### src/hdl/fcc_pkg.sv
// ----------------------------------------------------------------------------
// fcc_pkg
// Shared widths and types for the full cross-correlation block.
// ----------------------------------------------------------------------------
package fcc_pkg;

  // sequence lengths (0..32) and lag positions (0..62)
  localparam int LEN_W   = 6;
  localparam int LAG_W   = 6;
  localparam int VALUE_W = 36;

  // loader status seen by the correlation engine
  typedef struct packed {
    logic             run;    // both sequences closed
    logic             trunc;  // a sample was dropped in this run
    logic [LEN_W-1:0] n1;
    logic [LEN_W-1:0] n2;
  } load_status_t;

endpackage

### src/hdl/fcc_in_if.sv
// ----------------------------------------------------------------------------
// fcc_in_if
// Sample channel: valid/ready handshake carrying one sample item.
// ----------------------------------------------------------------------------
interface fcc_in_if #(
  parameter int SAMPLE_BITS = 16
) ();
  logic                          valid;
  logic                          ready;
  logic                          kind;
  logic signed [SAMPLE_BITS-1:0] sample;
  logic                          last;

  modport source (output valid, kind, sample, last, input ready);
  modport sink   (input valid, kind, sample, last, output ready);
endinterface

### src/hdl/fcc_out_if.sv
// ----------------------------------------------------------------------------
// fcc_out_if
// Result channel: valid/ready handshake carrying one correlation lag item.
// ----------------------------------------------------------------------------
interface fcc_out_if ();
  logic               valid;
  logic               ready;
  logic [5:0]         lag_index;
  logic signed [35:0] value;
  logic               end_of_run;
  logic               truncated;

  modport source (output valid, lag_index, value, end_of_run, truncated, input ready);
  modport sink   (input valid, lag_index, value, end_of_run, truncated, output ready);
endinterface

### src/hdl/fcc_ram.sv
// ----------------------------------------------------------------------------
// fcc_ram
// Generic simple dual-port RAM, one write port, one registered read port.
// ----------------------------------------------------------------------------
module fcc_ram #(
  parameter int WIDTH = 16,
  parameter int DEPTH = 32
) (
  input  logic                                      clk_i,
  input  logic                                      we_i,
  input  logic [((DEPTH > 1) ? $clog2(DEPTH) : 1)-1:0] waddr_i,
  input  logic [WIDTH-1:0]                          wdata_i,
  input  logic [((DEPTH > 1) ? $clog2(DEPTH) : 1)-1:0] raddr_i,
  output logic [WIDTH-1:0]                          rdata_o
);

  logic [WIDTH-1:0] mem_q [DEPTH];
  logic [WIDTH-1:0] rdata_q;

  always_ff @(posedge clk_i) begin
    if (we_i) begin
      mem_q[waddr_i] <= wdata_i;
    end
    rdata_q <= mem_q[raddr_i];
  end

  assign rdata_o = rdata_q;

endmodule

### src/hdl/fcc_loader.sv
// ----------------------------------------------------------------------------
// fcc_loader
// Takes sample items, writes them into the two sample RAMs and tracks
// lengths, closed flags and the dropped-sample flag.
// ----------------------------------------------------------------------------
module fcc_loader #(
  parameter int MAX_LEN     = 32,
  parameter int SAMPLE_BITS = 16
) (
  input  logic                                        clk_i,
  input  logic                                        rst_ni,
  fcc_in_if.sink                                      in_i,
  input  logic                                        clear_i,
  output fcc_pkg::load_status_t                       status_o,
  output logic                                        we_a_o,
  output logic                                        we_b_o,
  output logic [((MAX_LEN > 1) ? $clog2(MAX_LEN) : 1)-1:0] waddr_o,
  output logic [SAMPLE_BITS-1:0]                      wdata_o
);
  import fcc_pkg::*;

  localparam int AW = (MAX_LEN > 1) ? $clog2(MAX_LEN) : 1;

  logic [LEN_W-1:0] n1_q, n1_d, n2_q, n2_d;
  logic             c1_q, c1_d, c2_q, c2_d;
  logic             ovf_q, ovf_d;
  logic             accept;
  logic             run;

  assign run      = c1_q & c2_q;
  assign in_i.ready = ~run;
  assign accept   = in_i.valid & ~run;

  always_comb begin
    n1_d    = n1_q;
    n2_d    = n2_q;
    c1_d    = c1_q;
    c2_d    = c2_q;
    ovf_d   = ovf_q;
    we_a_o  = 1'b0;
    we_b_o  = 1'b0;
    waddr_o = n1_q[AW-1:0];
    if (clear_i) begin
      n1_d  = '0;
      n2_d  = '0;
      c1_d  = 1'b0;
      c2_d  = 1'b0;
      ovf_d = 1'b0;
    end else if (accept) begin
      if (!in_i.kind && !c1_q) begin
        if (n1_q < LEN_W'(MAX_LEN)) begin
          we_a_o = 1'b1;
          n1_d   = n1_q + 1'b1;
        end else begin
          ovf_d = 1'b1;
        end
        c1_d = in_i.last;
      end else if (in_i.kind && !c2_q) begin
        waddr_o = n2_q[AW-1:0];
        if (n2_q < LEN_W'(MAX_LEN)) begin
          we_b_o = 1'b1;
          n2_d   = n2_q + 1'b1;
        end else begin
          ovf_d = 1'b1;
        end
        c2_d = in_i.last;
      end
    end
  end

  assign wdata_o = in_i.sample;

  always_ff @(posedge clk_i or negedge rst_ni) begin
    if (!rst_ni) begin
      n1_q  <= '0;
      n2_q  <= '0;
      c1_q  <= 1'b0;
      c2_q  <= 1'b0;
      ovf_q <= 1'b0;
    end else begin
      n1_q  <= n1_d;
      n2_q  <= n2_d;
      c1_q  <= c1_d;
      c2_q  <= c2_d;
      ovf_q <= ovf_d;
    end
  end

  assign status_o.run   = run;
  assign status_o.trunc = ovf_q;
  assign status_o.n1    = n1_q;
  assign status_o.n2    = n2_q;

  a_one_ram: assert property (@(posedge clk_i) disable iff (!rst_ni)
    !(we_a_o && we_b_o))
    else $error("sample written to both RAMs");

  a_len_cap: assert property (@(posedge clk_i) disable iff (!rst_ni)
    (n1_q <= LEN_W'(MAX_LEN)) && (n2_q <= LEN_W'(MAX_LEN)))
    else $error("sequence length beyond capacity");

  a_no_write_run: assert property (@(posedge clk_i) disable iff (!rst_ni)
    run |-> !(we_a_o || we_b_o))
    else $error("RAM written while a run is pending");

endmodule

### src/hdl/fcc_engine.sv
// ----------------------------------------------------------------------------
// fcc_engine
// Lag sequencer with a read / multiply / accumulate pipeline over the two
// sample RAMs, saturation and the result output register.
// ----------------------------------------------------------------------------
module fcc_engine #(
  parameter int MAX_LEN     = 32,
  parameter int SAMPLE_BITS = 16
) (
  input  logic                                        clk_i,
  input  logic                                        rst_ni,
  input  fcc_pkg::load_status_t                       status_i,
  output logic                                        clear_o,
  output logic [((MAX_LEN > 1) ? $clog2(MAX_LEN) : 1)-1:0] raddr_a_o,
  output logic [((MAX_LEN > 1) ? $clog2(MAX_LEN) : 1)-1:0] raddr_b_o,
  input  logic [SAMPLE_BITS-1:0]                      rdata_a_i,
  input  logic [SAMPLE_BITS-1:0]                      rdata_b_i,
  fcc_out_if.source                                   res_o
);
  import fcc_pkg::*;

  localparam int AW     = (MAX_LEN > 1) ? $clog2(MAX_LEN) : 1;
  localparam int PROD_W = 2 * SAMPLE_BITS;
  localparam int ACC_W  = 2 * SAMPLE_BITS + 6;
  localparam int SUM_W  = (ACC_W > VALUE_W + 1) ? ACC_W : VALUE_W + 1;

  localparam logic [2:0] S_IDLE  = 3'd0;
  localparam logic [2:0] S_SETUP = 3'd1;
  localparam logic [2:0] S_ISSUE = 3'd2;
  localparam logic [2:0] S_DRAIN = 3'd3;
  localparam logic [2:0] S_EMIT  = 3'd4;

  logic [2:0]       state_q, state_d;
  logic [LAG_W-1:0] i_q, i_d;
  logic [LEN_W-1:0] k_q, k_d, j_q, j_d, kend_q, kend_d;
  logic             first_q, first_d;

  logic issue, term_last, run_last, out_load;

  // pipeline: stage 1 = RAM data, stage 2 = product, then accumulator
  logic                     p1_v_q, p1_first_q, p1_last_q;
  logic                     p2_v_q, p2_first_q, p2_last_q;
  logic signed [PROD_W-1:0] prod_q;
  logic signed [SUM_W-1:0]  acc_q;
  logic signed [SUM_W-1:0]  prod_ext;
  logic                     done_q;

  logic [VALUE_W-1:0] sat_value;
  logic [SUM_W-VALUE_W:0] acc_hi;

  logic                     out_valid_q, out_valid_d;
  logic [LAG_W-1:0]         out_lag_q;
  logic [VALUE_W-1:0]       out_value_q;
  logic                     out_end_q, out_trunc_q;

  assign term_last = (k_q == kend_q);
  assign run_last  = (i_q == LAG_W'(status_i.n1 + status_i.n2 - 2'd2));
  assign out_load  = (state_q == S_EMIT) && (!out_valid_q || res_o.ready);
  assign issue     = (state_q == S_ISSUE);

  always_comb begin
    state_d = state_q;
    i_d     = i_q;
    k_d     = k_q;
    j_d     = j_q;
    kend_d  = kend_q;
    first_d = first_q;
    clear_o = 1'b0;
    unique case (state_q)
      S_IDLE: begin
        i_d = '0;
        if (status_i.run) begin
          state_d = S_SETUP;
        end
      end
      S_SETUP: begin
        // term range of lag i: k in [max(0,i-n2+1), min(n1-1,i)], j = k+n2-1-i
        k_d     = (i_q >= status_i.n2) ? (i_q - status_i.n2 + 1'b1) : '0;
        j_d     = (i_q < status_i.n2) ? (status_i.n2 - 1'b1 - i_q) : '0;
        kend_d  = (i_q < status_i.n1) ? i_q : (status_i.n1 - 1'b1);
        first_d = 1'b1;
        state_d = S_ISSUE;
      end
      S_ISSUE: begin
        k_d     = k_q + 1'b1;
        j_d     = j_q + 1'b1;
        first_d = 1'b0;
        if (term_last) begin
          state_d = S_DRAIN;
        end
      end
      S_DRAIN: begin
        if (done_q) begin
          state_d = S_EMIT;
        end
      end
      S_EMIT: begin
        if (out_load) begin
          if (run_last) begin
            clear_o = 1'b1;
            state_d = S_IDLE;
          end else begin
            i_d     = i_q + 1'b1;
            state_d = S_SETUP;
          end
        end
      end
      default: state_d = S_IDLE;
    endcase
  end

  assign raddr_a_o = k_q[AW-1:0];
  assign raddr_b_o = j_q[AW-1:0];

  assign prod_ext = SUM_W'(prod_q);

  // clamp the wide sum to the 36-bit result range
  assign acc_hi = acc_q[SUM_W-1:VALUE_W-1];
  always_comb begin
    if ((&acc_hi) || !(|acc_hi)) begin
      sat_value = acc_q[VALUE_W-1:0];
    end else if (acc_q[SUM_W-1]) begin
      sat_value = {1'b1, {(VALUE_W-1){1'b0}}};
    end else begin
      sat_value = {1'b0, {(VALUE_W-1){1'b1}}};
    end
  end

  always_comb begin
    out_valid_d = out_valid_q;
    if (out_load) begin
      out_valid_d = 1'b1;
    end else if (res_o.ready) begin
      out_valid_d = 1'b0;
    end
  end

  always_ff @(posedge clk_i or negedge rst_ni) begin
    if (!rst_ni) begin
      state_q     <= S_IDLE;
      i_q         <= '0;
      k_q         <= '0;
      j_q         <= '0;
      kend_q      <= '0;
      first_q     <= 1'b0;
      p1_v_q      <= 1'b0;
      p2_v_q      <= 1'b0;
      done_q      <= 1'b0;
      out_valid_q <= 1'b0;
    end else begin
      state_q     <= state_d;
      i_q         <= i_d;
      k_q         <= k_d;
      j_q         <= j_d;
      kend_q      <= kend_d;
      first_q     <= first_d;
      p1_v_q      <= issue;
      p2_v_q      <= p1_v_q;
      done_q      <= p2_v_q & p2_last_q;
      out_valid_q <= out_valid_d;
    end
  end

  always_ff @(posedge clk_i) begin
    p1_first_q <= first_q;
    p1_last_q  <= term_last;
    p2_first_q <= p1_first_q;
    p2_last_q  <= p1_last_q;
    if (p1_v_q) begin
      prod_q <= $signed(rdata_a_i) * $signed(rdata_b_i);
    end
    if (p2_v_q) begin
      acc_q <= p2_first_q ? prod_ext : (acc_q + prod_ext);
    end
    if (out_load) begin
      out_lag_q   <= i_q;
      out_value_q <= sat_value;
      out_end_q   <= run_last;
      out_trunc_q <= status_i.trunc;
    end
  end

  assign res_o.valid      = out_valid_q;
  assign res_o.lag_index  = out_lag_q;
  assign res_o.value      = out_value_q;
  assign res_o.end_of_run = out_end_q;
  assign res_o.truncated  = out_trunc_q;

  a_issue_in_run: assert property (@(posedge clk_i) disable iff (!rst_ni)
    (state_q == S_ISSUE) |-> status_i.run)
    else $error("term issued with no run pending");

  a_k_range: assert property (@(posedge clk_i) disable iff (!rst_ni)
    (state_q == S_ISSUE) |-> (k_q <= kend_q) && (j_q < status_i.n2))
    else $error("term index out of range");

  a_done_drain: assert property (@(posedge clk_i) disable iff (!rst_ni)
    done_q |-> (state_q == S_DRAIN))
    else $error("lag sum finished outside drain");

  a_clear_last: assert property (@(posedge clk_i) disable iff (!rst_ni)
    clear_o |=> (out_valid_q && out_end_q))
    else $error("run cleared without its final lag");

endmodule

### src/hdl/full_cross_correlation.sv
// ----------------------------------------------------------------------------
// full_cross_correlation
// Full discrete cross-correlation of two signed sample sequences.
// ----------------------------------------------------------------------------
// Usage:
//   in_i carries sample items (kind, sample, last). kind 0 loads the first
//   sequence, kind 1 the second; they may interleave. A set last flag closes
//   that sequence. Samples past MAX_LEN are dropped and flag the run as
//   truncated; items for an already closed sequence are taken and ignored.
//   Once both sequences are closed, in_i.ready drops and the block emits
//   n1+n2-1 lag items on res_o, lag 0 (most negative) first, end_of_run on
//   the final one. It then clears both sequences and takes samples again.
//   Loading: one item per cycle while no run is pending. Each lag runs setup,
//   then RAM read, multiply, accumulate and output for its terms, one multiply-
//   accumulate per cycle through the single read port of each sample RAM.
//   A stalled receiver holds the output register; the next lag is computed
//   meanwhile and waits. Reset (rst_ni low) empties both sequences.
// ----------------------------------------------------------------------------
module full_cross_correlation #(
  parameter int MAX_LEN     = 32,
  parameter int SAMPLE_BITS = 16
) (
  input  logic       clk_i,
  input  logic       rst_ni,
  fcc_in_if.sink     in_i,
  fcc_out_if.source  res_o
);
  import fcc_pkg::*;

  localparam int AW = (MAX_LEN > 1) ? $clog2(MAX_LEN) : 1;

  load_status_t           status;
  logic                   clear;
  logic                   we_a, we_b;
  logic [AW-1:0]          waddr, raddr_a, raddr_b;
  logic [SAMPLE_BITS-1:0] wdata, rdata_a, rdata_b;

  fcc_loader #(
    .MAX_LEN     (MAX_LEN),
    .SAMPLE_BITS (SAMPLE_BITS)
  ) u_loader (
    .clk_i    (clk_i),
    .rst_ni   (rst_ni),
    .in_i     (in_i),
    .clear_i  (clear),
    .status_o (status),
    .we_a_o   (we_a),
    .we_b_o   (we_b),
    .waddr_o  (waddr),
    .wdata_o  (wdata)
  );

  fcc_ram #(
    .WIDTH (SAMPLE_BITS),
    .DEPTH (MAX_LEN)
  ) u_ram_first (
    .clk_i   (clk_i),
    .we_i    (we_a),
    .waddr_i (waddr),
    .wdata_i (wdata),
    .raddr_i (raddr_a),
    .rdata_o (rdata_a)
  );

  fcc_ram #(
    .WIDTH (SAMPLE_BITS),
    .DEPTH (MAX_LEN)
  ) u_ram_second (
    .clk_i   (clk_i),
    .we_i    (we_b),
    .waddr_i (waddr),
    .wdata_i (wdata),
    .raddr_i (raddr_b),
    .rdata_o (rdata_b)
  );

  fcc_engine #(
    .MAX_LEN     (MAX_LEN),
    .SAMPLE_BITS (SAMPLE_BITS)
  ) u_engine (
    .clk_i     (clk_i),
    .rst_ni    (rst_ni),
    .status_i  (status),
    .clear_o   (clear),
    .raddr_a_o (raddr_a),
    .raddr_b_o (raddr_b),
    .rdata_a_i (rdata_a),
    .rdata_b_i (rdata_b),
    .res_o     (res_o)
  );

endmodule

### src/flat_wrapper.sv
// flat-port wrapper written by rule: the top's interface ports become plain ports
module full_cross_correlation_flat import fcc_pkg::*;
#(
  parameter int MAX_LEN     = 32,
  parameter int SAMPLE_BITS = 16
)
  (clk_i, rst_ni, in_i_valid, in_i_kind, in_i_sample, in_i_last, in_i_ready, res_o_valid, res_o_lag_index, res_o_value, res_o_end_of_run, res_o_truncated, res_o_ready);
  fcc_in_if #(.SAMPLE_BITS(SAMPLE_BITS)) in_i_i ();
  fcc_out_if res_o_i ();
  input  logic clk_i;
  input  logic rst_ni;
  input wire logic [$bits(in_i_i.valid)-1:0] in_i_valid;
  input wire logic [$bits(in_i_i.kind)-1:0] in_i_kind;
  input wire logic [$bits(in_i_i.sample)-1:0] in_i_sample;
  input wire logic [$bits(in_i_i.last)-1:0] in_i_last;
  output wire logic [$bits(in_i_i.ready)-1:0] in_i_ready;
  output wire logic [$bits(res_o_i.valid)-1:0] res_o_valid;
  output wire logic [$bits(res_o_i.lag_index)-1:0] res_o_lag_index;
  output wire logic [$bits(res_o_i.value)-1:0] res_o_value;
  output wire logic [$bits(res_o_i.end_of_run)-1:0] res_o_end_of_run;
  output wire logic [$bits(res_o_i.truncated)-1:0] res_o_truncated;
  input wire logic [$bits(res_o_i.ready)-1:0] res_o_ready;
  assign in_i_i.valid = in_i_valid;
  assign in_i_i.kind = in_i_kind;
  assign in_i_i.sample = in_i_sample;
  assign in_i_i.last = in_i_last;
  assign in_i_ready = in_i_i.ready;
  assign res_o_valid = res_o_i.valid;
  assign res_o_lag_index = res_o_i.lag_index;
  assign res_o_value = res_o_i.value;
  assign res_o_end_of_run = res_o_i.end_of_run;
  assign res_o_truncated = res_o_i.truncated;
  assign res_o_i.ready = res_o_ready;
  full_cross_correlation #(.MAX_LEN(MAX_LEN), .SAMPLE_BITS(SAMPLE_BITS)) u_core (.clk_i(clk_i), .rst_ni(rst_ni), .in_i(in_i_i), .res_o(res_o_i));
endmodule
### config.mk
export PLATFORM = sky130hd
export DESIGN_NAME = full_cross_correlation_flat
export DESIGN_NICKNAME = d
export VERILOG_FILES = /design/src/hdl/fcc_pkg.sv /design/src/hdl/fcc_in_if.sv /design/src/hdl/fcc_out_if.sv /design/src/hdl/fcc_ram.sv /design/src/hdl/fcc_loader.sv /design/src/hdl/fcc_engine.sv /design/src/hdl/full_cross_correlation.sv /design/src/flat_wrapper.sv
export SDC_FILE = /design/constraint.sdc
export NUM_CORES = 2
export LEC_CHECK = 0
export BUFFER_PORTS_ARGS = -buffer_cell sky130_fd_sc_hd__buf_2
export CAP_MARGIN = 25
export CORE_MARGIN = 2
export CORE_UTILIZATION = 55
export CTS_CLUSTER_DIAMETER = 100
export DETAILED_ROUTE_END_ITERATION = 10
export MAX_ROUTING_LAYER = met4
export PLACE_DENSITY = 0.73
export SYNTH_ARGS = -nofsm -noshare
export SYNTH_HDL_FRONTEND = slang
export SYNTH_HIERARCHICAL = 1
export SYNTH_SLANG_ARGS = --single-unit
export TNS_END_PERCENT = 100
### constraint.sdc
create_clock -name clk_i -period 7.6 [get_ports clk_i]
set_input_delay 0.38 -clock clk_i [delete_from_list [all_inputs] [get_ports clk_i]]
set_output_delay 0.38 -clock clk_i [all_outputs]
set_load 0.01 [all_outputs]
==> out/metrics.yaml <==
final_cells: 5923
boundaryPins: 68
drive_gt1_frac: 0.08812
cts-resized-gates: 0
routed_via_density: 5.864
cts_tree: "done"
antenna_found_initial: 5
cts_buffers: 119
r2r_cells: 18
max_freq_mhz: 148.7
max_stage_delay_ps: 840
layout_common_cells: "1138 x edfxtp_1, 515 x mux2i_1, 360 x inv_1"
crit_path_start_kind: "register"
clock_skew_ps: 79.14
cp-end-kind: "register"
ctsHtreeMaxLevel: 3
min_period_ps: 6726
wl_um: 132200
hold_buffers: 4
period_share: 0.8850
rsz0062_at_grt: "no"
die_h_um: 335.8
clk_latency_ps: 750
drt-initial-drc-count: 3023
placed_area_um2: 62100
crit_path_frequent_cell: "fa_1"
fin_setup_tns_ps: 0
slew_headroom: 0.2837
synth_ff_type: "edfxtp_1"
synth_async_sr_flop_share: 0.03770
core_um2: 109000
grt_pass1_vias: 35150
cts-root-buf: "clkbuf_16"
arrival_ps: 7140
holdPathEnd: "u_core/u_engine/res_o.valid$_DFFE_PN0P_"
hold_viol: 0
post_drt_wl_per_cell_um: 22.32
synth_warnings: 6
dp.cells: 5695
final_nets: 4851
grt_max_degree: 118
cts_sinks: 1220
fin_area_um2: 65850
synth-seq-cells: 1220
synthesis.nets: 4766
critPathMaxFanout: 16
worst_pin_slew_ps: 1074
synth_cells: 4321
status: "finished, final reports clean"
cts_buffer_depth: 3
crit_chain: "nand2_1 -> fa_1 -> inv_1 -> fa_1 -> fa_1 -> fa_1 -> fa_1 -> inv_1 -> fa_1 -> inv_1 -> ha_1 -> a21o_1 -> a21oi_1 -> nand2_1 -> a221oi_1 -> o31ai_1 -> a21oi_1 -> xnor2_1"
critPathSlowestCell: "fa_1"
maxCapViolCount: 0
syn_area_um2: 60550
area_growth_pct: 8.752
path_buf_inv: 3
setup_viol: 0
path_class: "register to register"
dr.pass1.iters: 5
synth_edf_count: 1138
grt_usage: 0.2432
yosysSeqAreaShare: 0.5953
die-area_um2: 112800
finalMaxSlewViolations: 0
clk_pin_slew_worst_paths_ps: 60
fp-row-count: 121
synth_cell_types: 83
grt-ovfl-total: 0
critPathTopFamily: "adder cells"
path_depth: 18
start_util: 0.5555
synth_area_per_cell_um2: 14.01
portBuffers: 67
rrSetupSlack_ps: 870
die_x_um: 335.8
drc_errors: 0
grt_pass1_wl_um: 203600
critPathRequiredTime_ps: 8010
cts_setup_buffers: 0
place_hpwl_um: 81440
gp_congestion: 0.8920
antenna_left: 0
vias: 34730
r2r-end: "u_core/u_engine/prod_q[31]$_DFFE_PP_"
layout_commonest_cell: "edfxtp_1"
rr_startpoint: "u_core/u_ram_second/rdata_o[2]$_DFF_P_"
hold_depth: 3
holdCritPathClass: "input port to register"
worstHoldStart: "res_o_ready"
==> sequential cells by signal (all words and copies together) (netlist names), 3 cells and up <==
signal                           count
u_core/u_engine/i_q                  6
u_core/u_loader/n1_q                 6
u_core/u_engine/kend_q               6
u_core/u_ram_second/rdata_o         16
u_core/u_ram_first/mem_q           512
u_core/u_engine/prod_q              32
u_core/u_engine/k_q                  6
u_core/u_engine/state_q              3
u_core/u_engine/j_q                  5
u_core/u_engine/res_o.value         36
u_core/u_engine/acc_q               38
u_core/u_loader/n2_q                 6
u_core/u_ram_second/mem_q          512
u_core/u_engine/res_o.lag_index      6
u_core/u_ram_first/rdata_o          16
==> logic make-up after synthesis <==
| logic type | after synthesis | synth area share |
|---|---|---|
| multiplexers | 524 | 0.08688 |
| adder cells (fa/ha/maj) | 423 | 0.1206 |
| buffers and inverters | 578 | 0.04693 |
| flip-flops | 1220 | 0.5953 |
| AND/OR/NAND/NOR | 922 | 0.07390 |
| XOR/XNOR | 91 | 0.01316 |
| AO/OA/AOI/OAI | 563 | 0.06317 |
==> synthesized netlist by cell type (all sizes together) (19+ instances only) <==
cell type,number,area share
a21o,36,0.0045
buf,135,0.019
o21ai,68,0.0056
ha,155,0.032
clkbuf,82,0.0051
nor3,58,0.0049
dfxtp,36,0.012
a22oi,129,0.016
nand2b,19,0.0020
a31oi,39,0.0040
fa,268,0.089
a21oi,128,0.011
nand4,43,0.0045
edfxtp,1138,0.56
nor2,225,0.014
a22o,65,0.0094
nand2,266,0.016
mux2i,515,0.085
inv,360,0.022
xor2,25,0.0036
nand3,96,0.0079
and2,129,0.013
dfrtp,46,0.019
xnor2,66,0.0095
==> worst reg2reg max path, delay by kind of cell, from the launching register on <==
family	cells	cell delay [ps]
AND/OR/NAND/NOR	2	330
buffers and inverters	3	220
XOR/XNOR	1	80
AO/OA/AOI/OAI	5	1130
adder cells (fa/ha/maj)	7	4020
flip-flops	1	670
==> area by class of cell <==
class                           count  area [µm²]
Antenna cell                        4       10.01
Clock buffer                      144        3144
Timing Repair Buffer              181        1239
Fill cell                        8159       43160
Inverter                          361        1355
Multi-Input combinational cell   2523       21730
Tap cell                         1414        1769
Sequential cell                  1220       36050
Clock inverter                     76       546.8
==> stage by stage <==
step | worst slack, ps | utilization | hold WS [ps]
2_1_floorplan | 1372 | - | 84.41
3_3_place_gp | 902.7 | 0.5697 | 310.5
3_5_place_dp | 851.6 | 0.5697 | 312.1
4_1_cts | 835.1 | 0.6040 | 8.704
5_1_grt | 444.9 | 0.6040 | 37.27
6_report | 873.7 | 0.6041 | 44.79
==> how the worst max path moves through the flow <==
stage,from,endpoint,slack (ps)
final,u_core/u_ram_second/rdata_o[2]$_DFF_P_,u_core/u_engine/prod_q[31]$_DFFE_PP_,870
after global routing,u_core/u_ram_second/rdata_o[2]$_DFF_P_,u_core/u_engine/prod_q[28]$_DFFE_PP_,440
after CTS,u_core/u_ram_second/rdata_o[2]$_DFF_P_,u_core/u_engine/prod_q[31]$_DFFE_PP_,840
after detailed placement,u_core/u_ram_second/rdata_o[2]$_DFF_P_,u_core/u_engine/prod_q[31]$_DFFE_PP_,850
after global placement,u_core/u_ram_second/rdata_o[2]$_DFF_P_,u_core/u_engine/prod_q[31]$_DFFE_PP_,900
after floorplan,u_core/u_ram_first/rdata_o[15]$_DFF_P_,u_core/u_engine/prod_q[31]$_DFFE_PP_,1370
==> metal layers <==
| metal | track usage | part of all wire | up-vias |
|---|---|---|---|
| li1 | - | - | 15800 |
| met5 | - | 0 | - |
| met4 | 0.07566 | 0.030 | 0 |
| met2 | 0.3979 | 0.49 | 1116 |
| met3 | 0.03916 | 0.064 | 241 |
| met1 | 0.3139 | 0.42 | 17570 |
Power is left out: the tool's default activity adds up to more than one toggle a clock period on the data nets, which glitch-free logic cannot reach.
